===== src/rtl/vsl_pkg.sv =====
// ----------------------------------------------------------------------------
// vsl_pkg
// shared constants, types and helpers of the vga scanout line ring
// ----------------------------------------------------------------------------
`default_nettype none

package vsl_pkg;

	localparam int RING_SLOTS  = 4;
	localparam int LINE_PIXELS = 1024;
	localparam int STORE_DEPTH = RING_SLOTS * LINE_PIXELS;

	localparam int SLOT_W = $clog2(RING_SLOTS);
	localparam int COL_W  = $clog2(LINE_PIXELS);
	localparam int ADDR_W = $clog2(STORE_DEPTH);
	localparam int CNT_W  = 11;
	localparam int LEN_W  = 12;
	localparam int CFG_W  = 11;
	localparam int LINE_W = 10;
	localparam int V_VIS_MAX = 1024;

	// pin bytes: bit7 vsync, bit6 hsync, both idle high
	localparam logic [7:0] BYTE_IDLE = 8'hC0;
	localparam logic [7:0] BYTE_HS   = 8'h80;
	localparam logic [7:0] BYTE_VS   = 8'h40;
	localparam logic [7:0] BYTE_HSVS = 8'h00;

	// register indexes
	localparam logic [2:0] REG_H_SYNC  = 3'd0;
	localparam logic [2:0] REG_H_BACK  = 3'd1;
	localparam logic [2:0] REG_H_VIS   = 3'd2;
	localparam logic [2:0] REG_H_FRONT = 3'd3;
	localparam logic [2:0] REG_V_SYNC  = 3'd4;
	localparam logic [2:0] REG_V_BACK  = 3'd5;
	localparam logic [2:0] REG_V_VIS   = 3'd6;
	localparam logic [2:0] REG_V_FRONT = 3'd7;

	// per-tick decode handed from the timing unit to the pipeline
	typedef struct packed {
		logic              sel_mem;
		logic [7:0]        const_byte;
		logic [ADDR_W-1:0] rd_addr;
		logic              request;
		logic [CNT_W-1:0]  fill_base;
		logic [SLOT_W-1:0] fill_slot;
		logic [CNT_W-1:0]  vv_len;
	} tick_info_t;

	// (v + RING_SLOTS) mod vv, with v < vv and vv >= 1
	function automatic logic [LINE_W-1:0] fill_wrap(input logic [CNT_W-1:0] x,
			input logic [CNT_W-1:0] m);
		logic [CNT_W-1:0] r;
		r = x;
		for (int i = 0; i < RING_SLOTS; i++) begin
			if (r >= m) begin
				r = r - m;
			end
		end
		return r[LINE_W-1:0];
	endfunction

endpackage

`default_nettype wire


===== src/rtl/vsl_timing.sv =====
// ----------------------------------------------------------------------------
// vsl_timing
// timing registers, pixel and line counters and per-tick region decode
// ----------------------------------------------------------------------------
`default_nettype none

module vsl_timing (
	input  wire logic                      clk,
	input  wire logic                      arst_n,
	input  wire logic                      cfg_we,
	input  wire logic [2:0]                cfg_index,
	input  wire logic [vsl_pkg::CFG_W-1:0] cfg_data,
	input  wire logic                      step,
	output vsl_pkg::tick_info_t            info
);

	localparam int CW = vsl_pkg::CNT_W;
	localparam int LW = vsl_pkg::LEN_W;

	logic [7:0]    h_sync_q, h_back_q, h_front_q;
	logic [CW-1:0] h_vis_q, v_vis_q;
	logic [3:0]    v_sync_q;
	logic [5:0]    v_back_q, v_front_q;
	logic [CW-1:0] pix_q, line_q;

	logic [CW-1:0] hv, vv;
	logic [LW-1:0] vis_start, vis_end, line_len;
	logic [LW-1:0] act_start, act_end, frame_len;
	logic [LW-1:0] p, l, p_inc, l_inc, vline, col;
	logic          vsync_line, vis_line, hsync, in_vis, last;
	logic [vsl_pkg::SLOT_W-1:0] slot;

	always_ff @(posedge clk or negedge arst_n) begin
		if (!arst_n) begin
			h_sync_q  <= 8'd96;
			h_back_q  <= 8'd48;
			h_vis_q   <= 11'd640;
			h_front_q <= 8'd16;
			v_sync_q  <= 4'd2;
			v_back_q  <= 6'd33;
			v_vis_q   <= 11'd480;
			v_front_q <= 6'd10;
		end else if (cfg_we) begin
			case (cfg_index)
				vsl_pkg::REG_H_SYNC:  h_sync_q  <= cfg_data[7:0];
				vsl_pkg::REG_H_BACK:  h_back_q  <= cfg_data[7:0];
				vsl_pkg::REG_H_VIS:   h_vis_q   <= cfg_data;
				vsl_pkg::REG_H_FRONT: h_front_q <= cfg_data[7:0];
				vsl_pkg::REG_V_SYNC:  v_sync_q  <= cfg_data[3:0];
				vsl_pkg::REG_V_BACK:  v_back_q  <= cfg_data[5:0];
				vsl_pkg::REG_V_VIS:   v_vis_q   <= cfg_data;
				vsl_pkg::REG_V_FRONT: v_front_q <= cfg_data[5:0];
				default: ;
			endcase
		end
	end

	always_comb begin
		// zero length acts as one, clamp to store width / line limit
		if (h_vis_q == '0) begin
			hv = CW'(1);
		end else if (h_vis_q > CW'(vsl_pkg::LINE_PIXELS)) begin
			hv = CW'(vsl_pkg::LINE_PIXELS);
		end else begin
			hv = h_vis_q;
		end
		if (v_vis_q == '0) begin
			vv = CW'(1);
		end else if (v_vis_q > CW'(vsl_pkg::V_VIS_MAX)) begin
			vv = CW'(vsl_pkg::V_VIS_MAX);
		end else begin
			vv = v_vis_q;
		end

		vis_start = LW'(h_sync_q) + LW'(h_back_q);
		vis_end   = vis_start + LW'(hv);
		line_len  = vis_end + LW'(h_front_q);
		act_start = LW'(v_sync_q) + LW'(v_back_q);
		act_end   = act_start + LW'(vv);
		frame_len = act_end + LW'(v_front_q);

		p     = LW'(pix_q);
		l     = LW'(line_q);
		p_inc = p + LW'(1);
		l_inc = l + LW'(1);
		vline = l - act_start;
		col   = p - vis_start;
		slot  = vsl_pkg::SLOT_W'(vline % LW'(vsl_pkg::RING_SLOTS));

		vsync_line = l < LW'(v_sync_q);
		vis_line   = (l >= act_start) && (l < act_end);
		hsync      = p < LW'(h_sync_q);
		in_vis     = vis_line && (p >= vis_start) && (p < vis_end);
		last       = p_inc >= line_len;

		info.sel_mem = 1'b0;
		if (hsync) begin
			info.const_byte = vsync_line ? vsl_pkg::BYTE_HSVS : vsl_pkg::BYTE_HS;
		end else if (vsync_line) begin
			info.const_byte = vsl_pkg::BYTE_VS;
		end else begin
			info.const_byte = vsl_pkg::BYTE_IDLE;
			info.sel_mem    = in_vis;
		end
		info.rd_addr = vsl_pkg::ADDR_W'(vsl_pkg::ADDR_W'(slot)
			* vsl_pkg::ADDR_W'(vsl_pkg::LINE_PIXELS) + vsl_pkg::ADDR_W'(col));
		info.request   = last && vis_line;
		info.fill_base = CW'(vline) + CW'(vsl_pkg::RING_SLOTS);
		info.fill_slot = slot;
		info.vv_len    = vv;
	end

	always_ff @(posedge clk or negedge arst_n) begin
		if (!arst_n) begin
			pix_q  <= '0;
			line_q <= '0;
		end else if (step) begin
			if (last) begin
				pix_q  <= '0;
				line_q <= (l_inc >= frame_len) ? '0 : CW'(l_inc);
			end else begin
				pix_q <= CW'(p_inc);
			end
		end
	end

endmodule

`default_nettype wire


===== config.mk =====
export PLATFORM = sky130hd
export DESIGN_NAME = vsl_timing
export DESIGN_NICKNAME = d
export VERILOG_FILES = /design/src/rtl/vsl_pkg.sv /design/src/rtl/vsl_timing.sv
export SDC_FILE = /design/constraint.sdc
export NUM_CORES = 1
export LEC_CHECK = 0
export CAP_MARGIN = 0
export CORE_AREA = 2 2 137 139
export CTS_BUF_LIST = sky130_fd_sc_hd__clkbuf_8
export DETAILED_ROUTE_END_ITERATION = 12
export DIE_AREA = 0 0 139 141
export DONT_BUFFER_PORTS = 1
export PLACE_DENSITY = 0.59
export RECOVER_POWER = 50
export SKIP_CTS_REPAIR_TIMING = 1
export SLEW_MARGIN = 20
export SYNTH_ARGS = -nofsm -noshare
export SYNTH_HDL_FRONTEND = slang
export SYNTH_SLANG_ARGS = --single-unit

===== constraint.sdc =====
create_clock -name clk -period 6.98 [get_ports clk]
set_input_delay 0.698 -clock clk [delete_from_list [all_inputs] [get_ports clk]]
set_output_delay 0.698 -clock clk [all_outputs]
set_load 0.1 [all_outputs]

==> results.json <==
{
  "status": "complete, no violations",
  "cp-start-kind": "flop",
  "post-route-period-util": 0.9400,
  "max_cap_viol_count": 0,
  "grt_first_pass_wirelength_mm": 32.24,
  "drc": 0,
  "ys_warn_count": 0,
  "cts_max_level": 3,
  "cts_tree": "yes",
  "start_util": 0.4563,
  "cts_buffers": 9,
  "nNetsFinal": 1066,
  "ys_seq_area_frac": 0.2546,
  "design.die.area_mm2": 0.01960,
  "critPathKind": "flop to primary output",
  "slowest_stage": "dfrtp_1",
  "setup_viol": 0,
  "routed_via_density": 5.500,
  "clockBufferDepth": 2,
  "grtUsageTotal": 0.2058,
  "avgSynthCellArea_um2": 9.303,
  "detail-route-antenna-nets": 0,
  "end_kind": "primary output",
  "grt_pass1_vias": 6056,
  "path_max_fanout": 12,
  "yosysTopAreaCell": "dfrtp_1",
  "worstMarginPinSlew_ps": 1211,
  "rows": 50,
  "synth_top_flop_cell": "dfrtp_1",
  "grt_max_degree": 85,
  "n_antenna_cell": 0,
  "timing.fmax_mhz": 152.4,
  "dr_total_vias": 6330,
  "synth.area.mux_share": 0.07971,
  "layoutNonFillerInstCount": 1151,
  "hold_viol_final": 0,
  "period_minus_slack_ps": 6561,
  "hpwl_mm": 16.10,
  "detail_route.first_pass.iterations": 5,
  "ys_ff_latch": 84,
  "synth.area.top_cells": "dfrtp_1 20%, ha_1 19%, mux2_2 7.4%",
  "cpPeakStageDelay_ps": 400,
  "drt_iter0_markers": 341,
  "yosys.area.top_type_share": 0.2041,
  "path_delay_family": "compound AO/OA/AOI/OAI gates",
  "gr-total-overflow": 0,
  "crit_required_ps": 6280,
  "synthCells": 896,
  "setup_tns_ps": 0,
  "final_util": 0.4951,
  "maxSlewHeadroom": 0.1925,
  "core_area_mm2": 0.01827,
  "synthSimpleGateAreaFrac": 0.1558,
  "synth_compound_area_frac": 0.1695,
  "antenna_found_initial": 0,
  "synth_top_family_by_area": "adder cells",
  "area_growth_syn_to_layout_pct": 8.511,
  "synth.distinct_cells": 78,
  "rsz0062_at_grt": "false",
  "clock-sinks": 84,
  "synth-xor-area-share": 0.07355,
  "fp.dieW_um": 139,
  "path_buf_inv": 2,
  "synth_edf_count": 0,
  "gp_congestion": 0.8489,
  "dpl.cell_count": 1134,
  "synthArstFlopShare": 1.000,
  "clkLatencyLatePin_ps": 370,
  "synth-adder-area-share": 0.2150,
  "finClkSkew_ps": 12.86,
  "hold_class": "input pin to asynchronous set/reset pin",
  "fillers": 1747,
  "routed_wl_mm": 20.16,
  "die_y_um": 141,
  "drt-wirelength-per-cell_um": 17.51,
  "clk_pin_slew_ps": 100,
  "port_buffers": 0,
  "netlist_area_mm2": 0.008335,
  "cp.arrival_ps": 5860,
  "slew_violations": 0,
  "cts_root_buf": "clkbuf_8",
  "drive_above_1_share": 0.1712,
  "worst_hold_slack_ps": 13.27,
  "num_io_pins": 64
}
## placed cells by master (no fill, tap or decap), drive strengths merged, types with 5 or more instances in the layout
cell type and count:
nand2 48, inv 85, xnor2 37, nor4 10, a21o 24, ha 124, a21oi 37, o21a 13
nor2 45, o21ai 45, o211ai 5, or3 5, buf 21, clkbuf 13, conb 7, xor2 33
dfstp 16, mux2 56, nand3 23, and2 5, dfrtp 68, a22o 12, o2bb2ai 5, nand2b 16
nand4 8, nor2b 30, nor3 18, o21bai 11, and3 11, a31oi 7, nor3b 5, fa 12
## area by class of cell
| cell class | instances | area, um2 | area share |
|---|---|---|---|
| Tap cell | 234 | 292.8 | 0.03237 |
| Clock buffer | 11 | 151.4 | 0.01674 |
| Inverter | 82 | 307.8 | 0.03403 |
| Clock inverter | 5 | 58.81 | 0.006502 |
| Sequential cell | 84 | 2122 | 0.2346 |
| Timing Repair Buffer | 23 | 165.2 | 0.01826 |
| Multi-Input combinational cell | 712 | 5947 | 0.6575 |
## cells in the mapped netlist, types with 5 or more instances
library cell and n:
ha_1 124, inv_1 82, dfrtp_1 68, mux2_2 55
nand2_1 48, nor2_1 44, o21ai_0 41, xnor2_1 37
a21oi_1 35, xor2_1 33, nor2b_1 29, a21o_1 23
nand3_1 23, nor3_1 18, dfstp_2 16, nand2b_1 16
clkbuf_1 14, o21a_1 13, a22o_1 12, fa_1 12
and3_1 11, o21bai_1 11, buf_4 8, nand4_1 8
nor4_1 8, a31oi_1 7, and2_1 5, o211ai_1 5
o2bb2ai_1 5
## worst paths after layout
kind / start / to / slack [ps] / depth (start not counted)
max: h_sync_q[0] / info[24] / 420 / 26
min: arst_n / h_front_q[7] / 10 / 0
max reg2reg: h_sync_q[0] / line_q[4] / 1110 / 25
min reg2reg: v_vis_q[0] / v_vis_q[0] / 520 / 1
max in group asynchronous: arst_n / v_sync_q[0] / 5690 / 1
min in group clk: step / pix_q[9] / 410 / 1
## per-layer routing
layer	vias up	share of wire	global-route usage
met5	-	0	0
met4	0	0.010	0.04785
met3	13	0.041	0.02921
met2	113	0.41	0.2976
met1	2979	0.54	0.3224
li1	3225	-	-
## worst reg2reg max path, cell delays in order, from the launching register on
cell and delay, ps:
dfrtp_1 400, ha_1 230, fa_1 400, a21oi_1 170, nor2_1 60, nor2_1 140, xnor2_1 160, ha_1 310
and2_1 170, a311o_1 310, o21a_1 180, nor2_1 140, ha_1 290, o21ai_0 90, o21ba_2 180, o31ai_1 300
a21oi_1 160, xnor2_1 150, ha_1 210, nor4_1 250, nand2_1 110, a211oi_1 220, o211a_1 200, or3_1 400
nor2_2 190, a221o_1 330
## per-stage QoR
step | cell area, um2 | worst slack (ps)
after floorplan | 8367 | 386.5
after global placement | 8827 | 767.0
after detailed placement | 8827 | 690.5
after CTS | 9037 | 246.9
after global routing | 9045 | 58.86
final | 9045 | 418.9
## registers in the layout, summed over array words and instances (netlist names)
register and flops:
h_sync_q 8, v_sync_q 4, h_back_q 8, v_vis_q 11, h_front_q 8, h_vis_q 11, v_back_q 6, pix_q 11
v_front_q 6, line_q 11
## cells by family after synthesis
group	count (synthesis)
XOR/XNOR	70
flip-flops	84
AO/OA/AOI/OAI	199
AND/OR/NAND/NOR	241
adder cells (fa/ha/maj)	136
other	2
buffers and inverters	105
multiplexers	59
Power is not shown: default switching activity piles up to over one toggle a cycle in this logic, so the estimate is an artifact.
